==> src/sv/dll_pkg.sv <==
package dll_pkg;

    localparam int CAPACITY = 256;
    localparam int IDX_W    = $clog2(CAPACITY);
    localparam int PTR_W    = $clog2(CAPACITY + 1);
    localparam int DATA_W   = 32;

    typedef logic [IDX_W-1:0]  idx_t;
    typedef logic [PTR_W-1:0]  ptr_t;
    typedef logic [DATA_W-1:0] data_t;

    localparam ptr_t NIL = PTR_W'(CAPACITY);

    localparam logic [4:0] CMD_CLEAR        = 5'd0;
    localparam logic [4:0] CMD_INS_FIRST    = 5'd1;
    localparam logic [4:0] CMD_INS_LAST     = 5'd2;
    localparam logic [4:0] CMD_CUR_FIRST    = 5'd3;
    localparam logic [4:0] CMD_CUR_LAST     = 5'd4;
    localparam logic [4:0] CMD_RD_FIRST     = 5'd5;
    localparam logic [4:0] CMD_RD_LAST      = 5'd6;
    localparam logic [4:0] CMD_DEL_FIRST    = 5'd7;
    localparam logic [4:0] CMD_DEL_LAST     = 5'd8;
    localparam logic [4:0] CMD_DEL_AFTER    = 5'd9;
    localparam logic [4:0] CMD_DEL_BEFORE   = 5'd10;
    localparam logic [4:0] CMD_INS_AFTER    = 5'd11;
    localparam logic [4:0] CMD_INS_BEFORE   = 5'd12;
    localparam logic [4:0] CMD_RD_ACTIVE    = 5'd13;
    localparam logic [4:0] CMD_WRITE_ACTIVE = 5'd14;
    localparam logic [4:0] CMD_NEXT         = 5'd15;
    localparam logic [4:0] CMD_PREV         = 5'd16;
    localparam logic [4:0] CMD_QUERY        = 5'd17;

    localparam logic [1:0] STAT_OK    = 2'd0;
    localparam logic [1:0] STAT_EMPTY = 2'd1;
    localparam logic [1:0] STAT_NOACT = 2'd2;
    localparam logic [1:0] STAT_FULL  = 2'd3;

    typedef struct packed {
        logic  val_we;
        idx_t  val_waddr;
        data_t val_wdata;
        idx_t  val_raddr;
        logic  nxt_we;
        idx_t  nxt_waddr;
        ptr_t  nxt_wdata;
        idx_t  nxt_raddr;
        logic  prv_we;
        idx_t  prv_waddr;
        ptr_t  prv_wdata;
        idx_t  prv_raddr;
        logic  fre_we;
        idx_t  fre_waddr;
        idx_t  fre_wdata;
        idx_t  fre_raddr;
    } dll_mem_req_t;

    typedef struct packed {
        data_t val;
        ptr_t  nxt;
        ptr_t  prv;
        idx_t  fre;
    } dll_mem_rsp_t;

endpackage

==> src/sv/dll_ctrl.sv <==
module dll_ctrl
    import dll_pkg::*;
(
    input  logic                clk,
    input  logic                rst_n,
    input  logic                in_valid,
    output logic                in_stall,
    input  logic [4:0]          command,
    input  logic signed [31:0]  value,
    output logic                out_valid,
    input  logic                out_stall,
    output logic signed [31:0]  read_value,
    output logic [1:0]          status,
    output logic                cursor_active,
    output dll_mem_req_t        mem_req,
    input  dll_mem_rsp_t        mem_rsp
);

    typedef enum logic [2:0] {S_IDLE, S_LOOK, S_FIND, S_UNLINK, S_LINK} state_t;

    state_t     state_reg, state_next;
    ptr_t       head_reg, head_next, tail_reg, tail_next, cur_reg, cur_next;
    ptr_t       fc_reg, fc_next, bump_reg, bump_next;
    ptr_t       n_reg, n_next, a_reg, a_next, b_reg, b_next;
    logic [4:0] cmd_reg, cmd_next;
    data_t      val_reg, val_next;
    logic       out_valid_reg, out_valid_next;
    data_t      rdv_reg, rdv_next;
    logic [1:0] status_reg, status_next;
    logic       act_reg, act_next;

    logic       accept, done, full;
    data_t      rd;
    logic [1:0] st;
    ptr_t       fc_dec, n_sel, a_sel, b_sel, find_n;

    assign accept   = in_valid && !in_stall;
    assign in_stall = (state_reg != S_IDLE) || (out_valid_reg && out_stall);
    assign fc_dec   = fc_reg - PTR_W'(1);
    assign full     = (fc_reg == '0) && (bump_reg == NIL);
    assign n_sel    = (fc_reg != '0) ? {1'b0, mem_rsp.fre} : bump_reg;
    assign find_n   = (cmd_reg == CMD_DEL_AFTER) ? mem_rsp.nxt : mem_rsp.prv;

    always_comb
    begin
        unique case (cmd_reg)
            CMD_INS_FIRST:
            begin
                a_sel = NIL;
                b_sel = head_reg;
            end
            CMD_INS_LAST:
            begin
                a_sel = tail_reg;
                b_sel = NIL;
            end
            CMD_INS_AFTER:
            begin
                a_sel = cur_reg;
                b_sel = mem_rsp.nxt;
            end
            default:
            begin
                a_sel = mem_rsp.prv;
                b_sel = cur_reg;
            end
        endcase
    end

    always_comb
    begin
        mem_req    = '0;
        state_next = state_reg;
        head_next  = head_reg;
        tail_next  = tail_reg;
        cur_next   = cur_reg;
        fc_next    = fc_reg;
        bump_next  = bump_reg;
        n_next     = n_reg;
        a_next     = a_reg;
        b_next     = b_reg;
        cmd_next   = cmd_reg;
        val_next   = val_reg;
        done       = 1'b0;
        rd         = '0;
        st         = STAT_OK;
        unique case (state_reg)
            S_IDLE:
            begin
                if (accept)
                begin
                    cmd_next = command;
                    val_next = value;
                    mem_req.fre_raddr = fc_dec[IDX_W-1:0];
                    unique case (command)
                        CMD_CLEAR:
                        begin
                            head_next = NIL;
                            tail_next = NIL;
                            cur_next  = NIL;
                            fc_next   = '0;
                            bump_next = '0;
                            done      = 1'b1;
                        end
                        CMD_INS_FIRST, CMD_INS_LAST:
                        begin
                            state_next = S_LOOK;
                        end
                        CMD_INS_AFTER, CMD_INS_BEFORE:
                        begin
                            mem_req.nxt_raddr = cur_reg[IDX_W-1:0];
                            mem_req.prv_raddr = cur_reg[IDX_W-1:0];
                            if (cur_reg == NIL)
                            begin
                                done = 1'b1;
                            end
                            else
                            begin
                                state_next = S_LOOK;
                            end
                        end
                        CMD_CUR_FIRST:
                        begin
                            cur_next = head_reg;
                            done     = 1'b1;
                        end
                        CMD_CUR_LAST:
                        begin
                            cur_next = tail_reg;
                            done     = 1'b1;
                        end
                        CMD_RD_FIRST, CMD_RD_LAST:
                        begin
                            mem_req.val_raddr = (command == CMD_RD_FIRST) ?
                                head_reg[IDX_W-1:0] : tail_reg[IDX_W-1:0];
                            if (head_reg == NIL)
                            begin
                                st   = STAT_EMPTY;
                                done = 1'b1;
                            end
                            else
                            begin
                                state_next = S_LOOK;
                            end
                        end
                        CMD_RD_ACTIVE:
                        begin
                            mem_req.val_raddr = cur_reg[IDX_W-1:0];
                            if (cur_reg == NIL)
                            begin
                                st   = STAT_NOACT;
                                done = 1'b1;
                            end
                            else
                            begin
                                state_next = S_LOOK;
                            end
                        end
                        CMD_DEL_FIRST, CMD_DEL_LAST:
                        begin
                            n_next = (command == CMD_DEL_FIRST) ? head_reg : tail_reg;
                            mem_req.nxt_raddr = n_next[IDX_W-1:0];
                            mem_req.prv_raddr = n_next[IDX_W-1:0];
                            if (head_reg == NIL)
                            begin
                                done = 1'b1;
                            end
                            else
                            begin
                                state_next = S_UNLINK;
                            end
                        end
                        CMD_DEL_AFTER, CMD_DEL_BEFORE, CMD_NEXT, CMD_PREV:
                        begin
                            mem_req.nxt_raddr = cur_reg[IDX_W-1:0];
                            mem_req.prv_raddr = cur_reg[IDX_W-1:0];
                            if (cur_reg == NIL)
                            begin
                                done = 1'b1;
                            end
                            else if (command == CMD_NEXT || command == CMD_PREV)
                            begin
                                state_next = S_LOOK;
                            end
                            else
                            begin
                                state_next = S_FIND;
                            end
                        end
                        CMD_WRITE_ACTIVE:
                        begin
                            mem_req.val_we    = (cur_reg != NIL);
                            mem_req.val_waddr = cur_reg[IDX_W-1:0];
                            mem_req.val_wdata = value;
                            done              = 1'b1;
                        end
                        default:
                        begin
                            done = 1'b1;
                        end
                    endcase
                end
            end
            S_LOOK:
            begin
                unique case (cmd_reg)
                    CMD_INS_FIRST, CMD_INS_LAST, CMD_INS_AFTER, CMD_INS_BEFORE:
                    begin
                        if (full)
                        begin
                            st   = STAT_FULL;
                            done = 1'b1;
                        end
                        else
                        begin
                            n_next = n_sel;
                            a_next = a_sel;
                            b_next = b_sel;
                            mem_req.val_we    = 1'b1;
                            mem_req.val_waddr = n_sel[IDX_W-1:0];
                            mem_req.val_wdata = val_reg;
                            mem_req.nxt_we    = 1'b1;
                            mem_req.nxt_waddr = n_sel[IDX_W-1:0];
                            mem_req.nxt_wdata = b_sel;
                            mem_req.prv_we    = 1'b1;
                            mem_req.prv_waddr = n_sel[IDX_W-1:0];
                            mem_req.prv_wdata = a_sel;
                            if (fc_reg != '0)
                            begin
                                fc_next = fc_dec;
                            end
                            else
                            begin
                                bump_next = bump_reg + PTR_W'(1);
                            end
                            state_next = S_LINK;
                        end
                    end
                    CMD_NEXT:
                    begin
                        cur_next = mem_rsp.nxt;
                        done     = 1'b1;
                    end
                    CMD_PREV:
                    begin
                        cur_next = mem_rsp.prv;
                        done     = 1'b1;
                    end
                    default:
                    begin
                        rd   = mem_rsp.val;
                        done = 1'b1;
                    end
                endcase
            end
            S_LINK:
            begin
                mem_req.nxt_we    = (a_reg != NIL);
                mem_req.nxt_waddr = a_reg[IDX_W-1:0];
                mem_req.nxt_wdata = n_reg;
                mem_req.prv_we    = (b_reg != NIL);
                mem_req.prv_waddr = b_reg[IDX_W-1:0];
                mem_req.prv_wdata = n_reg;
                if (a_reg == NIL)
                begin
                    head_next = n_reg;
                end
                if (b_reg == NIL)
                begin
                    tail_next = n_reg;
                end
                done = 1'b1;
            end
            S_FIND:
            begin
                n_next = find_n;
                mem_req.nxt_raddr = find_n[IDX_W-1:0];
                mem_req.prv_raddr = find_n[IDX_W-1:0];
                if (find_n == NIL)
                begin
                    done = 1'b1;
                end
                else
                begin
                    state_next = S_UNLINK;
                end
            end
            S_UNLINK:
            begin
                mem_req.nxt_we    = (mem_rsp.prv != NIL);
                mem_req.nxt_waddr = mem_rsp.prv[IDX_W-1:0];
                mem_req.nxt_wdata = mem_rsp.nxt;
                mem_req.prv_we    = (mem_rsp.nxt != NIL);
                mem_req.prv_waddr = mem_rsp.nxt[IDX_W-1:0];
                mem_req.prv_wdata = mem_rsp.prv;
                if (mem_rsp.prv == NIL)
                begin
                    head_next = mem_rsp.nxt;
                end
                if (mem_rsp.nxt == NIL)
                begin
                    tail_next = mem_rsp.prv;
                end
                if (cur_reg == n_reg)
                begin
                    cur_next = NIL;
                end
                mem_req.fre_we    = (fc_reg < NIL);
                mem_req.fre_waddr = fc_reg[IDX_W-1:0];
                mem_req.fre_wdata = n_reg[IDX_W-1:0];
                if (fc_reg < NIL)
                begin
                    fc_next = fc_reg + PTR_W'(1);
                end
                done = 1'b1;
            end
            default:
            begin
                state_next = S_IDLE;
            end
        endcase
        if (done)
        begin
            state_next = S_IDLE;
        end
    end

    always_comb
    begin
        out_valid_next = out_valid_reg && out_stall;
        rdv_next       = rdv_reg;
        status_next    = status_reg;
        act_next       = act_reg;
        if (done)
        begin
            out_valid_next = 1'b1;
            rdv_next       = rd;
            status_next    = st;
            act_next       = (cur_next != NIL);
        end
    end

    always_ff @(posedge clk or negedge rst_n)
    begin
        if (!rst_n)
        begin
            state_reg     <= S_IDLE;
            head_reg      <= NIL;
            tail_reg      <= NIL;
            cur_reg       <= NIL;
            fc_reg        <= '0;
            bump_reg      <= '0;
            out_valid_reg <= 1'b0;
            rdv_reg       <= '0;
            status_reg    <= STAT_OK;
            act_reg       <= 1'b0;
        end
        else
        begin
            state_reg     <= state_next;
            head_reg      <= head_next;
            tail_reg      <= tail_next;
            cur_reg       <= cur_next;
            fc_reg        <= fc_next;
            bump_reg      <= bump_next;
            out_valid_reg <= out_valid_next;
            rdv_reg       <= rdv_next;
            status_reg    <= status_next;
            act_reg       <= act_next;
        end
    end

    always_ff @(posedge clk)
    begin
        cmd_reg <= cmd_next;
        val_reg <= val_next;
        n_reg   <= n_next;
        a_reg   <= a_next;
        b_reg   <= b_next;
    end

    assign out_valid     = out_valid_reg;
    assign read_value    = rdv_reg;
    assign status        = status_reg;
    assign cursor_active = act_reg;

`ifndef SYNTHESIS
    a_accept_idle: assert property (@(posedge clk) disable iff (!rst_n)
        !in_stall |-> state_reg == S_IDLE)
        else $error("item accepted while a command is in progress");
    a_ends_agree: assert property (@(posedge clk) disable iff (!rst_n)
        (head_reg == NIL) == (tail_reg == NIL))
        else $error("head and tail disagree on an empty list");
    a_free_bound: assert property (@(posedge clk) disable iff (!rst_n)
        fc_reg <= bump_reg)
        else $error("more freed nodes than nodes ever handed out");
    a_cursor_nil: assert property (@(posedge clk) disable iff (!rst_n)
        head_reg == NIL |-> cur_reg == NIL)
        else $error("cursor active on an empty list");
`endif

endmodule

==> config.mk <==
export PLATFORM = sky130hd
export DESIGN_NAME = dll_ctrl
export DESIGN_NICKNAME = d
export VERILOG_FILES = /design/src/sv/dll_pkg.sv /design/src/sv/dll_ctrl.sv
export SDC_FILE = /design/constraint.sdc
export NUM_CORES = 1
export LEC_CHECK = 0
export ABC_AREA = 1
export BUFFER_PORTS_ARGS = -buffer_cell sky130_fd_sc_hd__buf_2
export CORE_ASPECT_RATIO = 1.1
export CORE_UTILIZATION = 54
export DETAILED_ROUTE_END_ITERATION = 12
export PLACE_DENSITY = 0.82
export SYNTH_ARGS = -nofsm -noshare
export SYNTH_HDL_FRONTEND = slang
export SYNTH_SLANG_ARGS = --single-unit
export TNS_END_PERCENT = 20
==> constraint.sdc <==
create_clock -name clk -period 3.6 [get_ports clk]
set_input_delay 0.18 -clock clk [delete_from_list [all_inputs] [get_ports clk]]
set_output_delay 0.18 -clock clk [all_outputs]
set_load 0.01 [all_outputs]
==> results.md <==
- Status: complete, no violations
- Final Critical Period: 3.32 ns
- Setup slack at placement: 0.640 ns
- Synthesis-to-finish area growth: 29.1%
- Resize count post-CTS: 0
- Post-Syn Area: 9460 sq um
- TritonCTS buffer count: 17
- Crit path largest cell delay: 0.46 ns
- Final Max Tran Viols: 0
- Critical path arrival: 3.14 ns
- Max cap viols: 0
- EDFF count, synth: 64
- Setup ws final: 0.281 ns
- Synth Instances: 1275
- RePlAce Congestion: 1.06
- First-pass GRT wire length: 58200 um
- PortBufs: 261
- Sequential share of the synthesized area: 0.426
- Clock Skews: 0.0152 ns
- Part of the power in the clock network: 0.214
- Die H: 141 um
- Post-synth top area share: 0.214
- Cell Chain, Critical Path: inv_2 -> nand3_1 -> nor2_4 -> inv_2 -> nand2_1 -> inv_2 -> nand2_2 -> nor2_2 -> inv_1 -> nand4_1 -> o21ai_0 -> buf_2
- Peak VDD IR: 0.000604 V
- HP Class: in2reg
- Flops & latches, synth: 148
- Crit Path Class: reg2out
- Clock-pin slew on the worst setup and hold paths: 0.07 ns
- CP max FO: 13
- Internal Pwr Total: 4.65 mW
- Vias/cell: 5.92
- Post-DP HPWL: 27900 um
- Seq pwr share: 0.325
- Clock Tree Root: clkbuf_16
- Initial antenna violation count: 1
- Final wirelength: 38800 um
- Die ar.: 18000 sq um
- Total power draw: 8.62 mW
- Initial core utilization: 0.554
- DR DRC count: 0
- Sw power: 3.97 mW
- Ys async rst share: 0.568
- Via Count: 10900
- Ranking of synthesized cells by area: dfrtp_1, edfxtp_1, nand2_1
- Number of global-route vias before repair: 10300
- RSZ-0062 raised after global routing: no
- Unique masters post-synth: 47
- Rel. slew slack: 0.261
- Slowest stage cell on the critical path: nand4_1
- GRT overflow: 0
- Final hold vios: 0
- CTS tree: built
- M1 WL: 14500 um
- PwrDens: 706 nW/um^2
- CTS Sinks: 148
- ANT cells: 0
- Critical path endpoint category: output pin
- Crit start category: register
- Net count after synthesis: 1379
- WL per Instance: 21.1 um
- Max frequency: 0.301 GHz
- Ys Warns: 0
- Drt pass-1 iters: 6
- Pleak: 6.15 nW
- Sw frac: 0.460
- Max clock buf depth: 2
- Post-synth top area cell: dfrtp_1
- Final hold slack: 0.00559 ns
- DRT antenna net count: 0
- Final setup viols: 0
- Final nets: 1695
- Share of post-route cells with drive strength above 1: 0.246
- Most instantiated cells after synthesis: nand2_1, inv_1, o21ai_0, nand3_1, nor2_1
- Critical path required time: 3.42 ns
- DR top layer: met5
- # IOs: 262
- Clock Latency Late Sink: 0.44 ns
- Logic pwr share: 0.462
- Met3 wire length: 4600 um
- Pin count of the biggest net entering global routing: 63
- DRT iter0 DRCs: 1393
- Avg Inst Size Synth: 7.42 sq um
- Width of the die: 128 um
- Core Area: 17100 sq um
- Worst-Margin Slew: 1.10 ns
- Critical Path Most Common Cell: inv_2
- Rows: 50
- Crit share post-route: 0.922
- Post-synth top flop: dfrtp_1
- Top-count cell post-synth: nand2_1
- # H-tree levels: 4
- Routed wire length on met2: 17100 um
- GRT Util Overall: 0.435
- Sum Neg Setup Slack: 0 ns
[power groups by stage]
stage / Clock, mW / Combinational [mW] / Sequential (mW)
floorplan: 0 / 2.43 / 2.76
global placement: 0 / 3.70 / 2.78
detailed placement: 0 / 3.76 / 2.77
CTS: 1.84 / 3.83 / 2.77
global route: 1.91 / 4.29 / 2.85
finish: 1.84 / 3.98 / 2.80
[final timing paths]
| path | from | to | slack, ns | depth (start not counted) |
|---|---|---|---|---|
| setup / recovery | cmd_reg[4] | mem_req[122] | 0.28 | 12 |
| hold reg to reg | read_value[15] | read_value[15] | 0.53 | 2 |
| hold / removal | command[1] | cmd_reg[1] | 0.006 | 1 |
| max in group asynchronous | rst_n | head_reg[8] | 2.33 | 3 |
| setup reg to reg | cmd_reg[4] | read_value[23] | 0.53 | 15 |
| min in group asynchronous | rst_n | head_reg[3] | 0.35 | 2 |
[cell usage in the layout, fill, tap and decap left out, types with 12 or more instances in the layout]
master           n
a21oi_1         28
buf_2          260
buf_4           21
clkbuf_16       17
dfrtp_1         81
dlygate4sd3_1   67
edfxtp_1        64
inv_1          185
nand2_1        326
nand3_1         97
nand4_1         25
nor2_1          82
o211ai_1        12
o21ai_0        131
o21ai_2         27
o22ai_1         15
or2_2           13
[metrics by stage]
step	cell area (sq um)	utilization	instances
finish	12200	0.715	1838
global route	12200	0.715	1838
CTS	12200	0.715	1837
detailed placement	10900	0.641	1738
global placement	10900	0.641	1738
floorplan	9460	-	1275
[timing repair]
item	4_1_cts	5_1_grt
hold buffers	67	0
endpoints found under the setup margin	0	1
hold endpoints to repair	126	0
buffers inserted	0	1
[worst max-delay path, delay by kind of cell (launching register included)]
family                 cells  cell delay (ns)
AO/OA/AOI/OAI              1             0.21
buffers and inverters      5             0.91
flip-flops                 1             0.44
AND/OR/NAND/NOR            6             1.12
[metal layers]
layer,global-route usage,up-vias
li1,-,4837
met1,0.541,5017
met2,0.682,839
met3,0.108,184
met4,0.260,2
met5,0,-
[final cells by class]
cell class                      instances  area [sq um]
Fill cell                            1357          4860
Multi-Input combinational cell        871          4400
Sequential cell                       148          4030
Timing Repair Buffer                  348          2130
Inverter                              205           769
Clock buffer                           17           425
Tap cell                              234           293
Clock inverter                         15           168
[cells by family after synthesis]
kind of cell               after synthesis  share of synthesized area
and+or+nand+nor                        591                      0.277
AOI/OAI and AO/OA                      260                      0.166
buffers and inverters                  256                      0.110
DFF                                    148                      0.426
xor gates and xnor gates                15                     0.0139
adders and majority gates                5                    0.00661
Power figures use the tool's default switching activity.
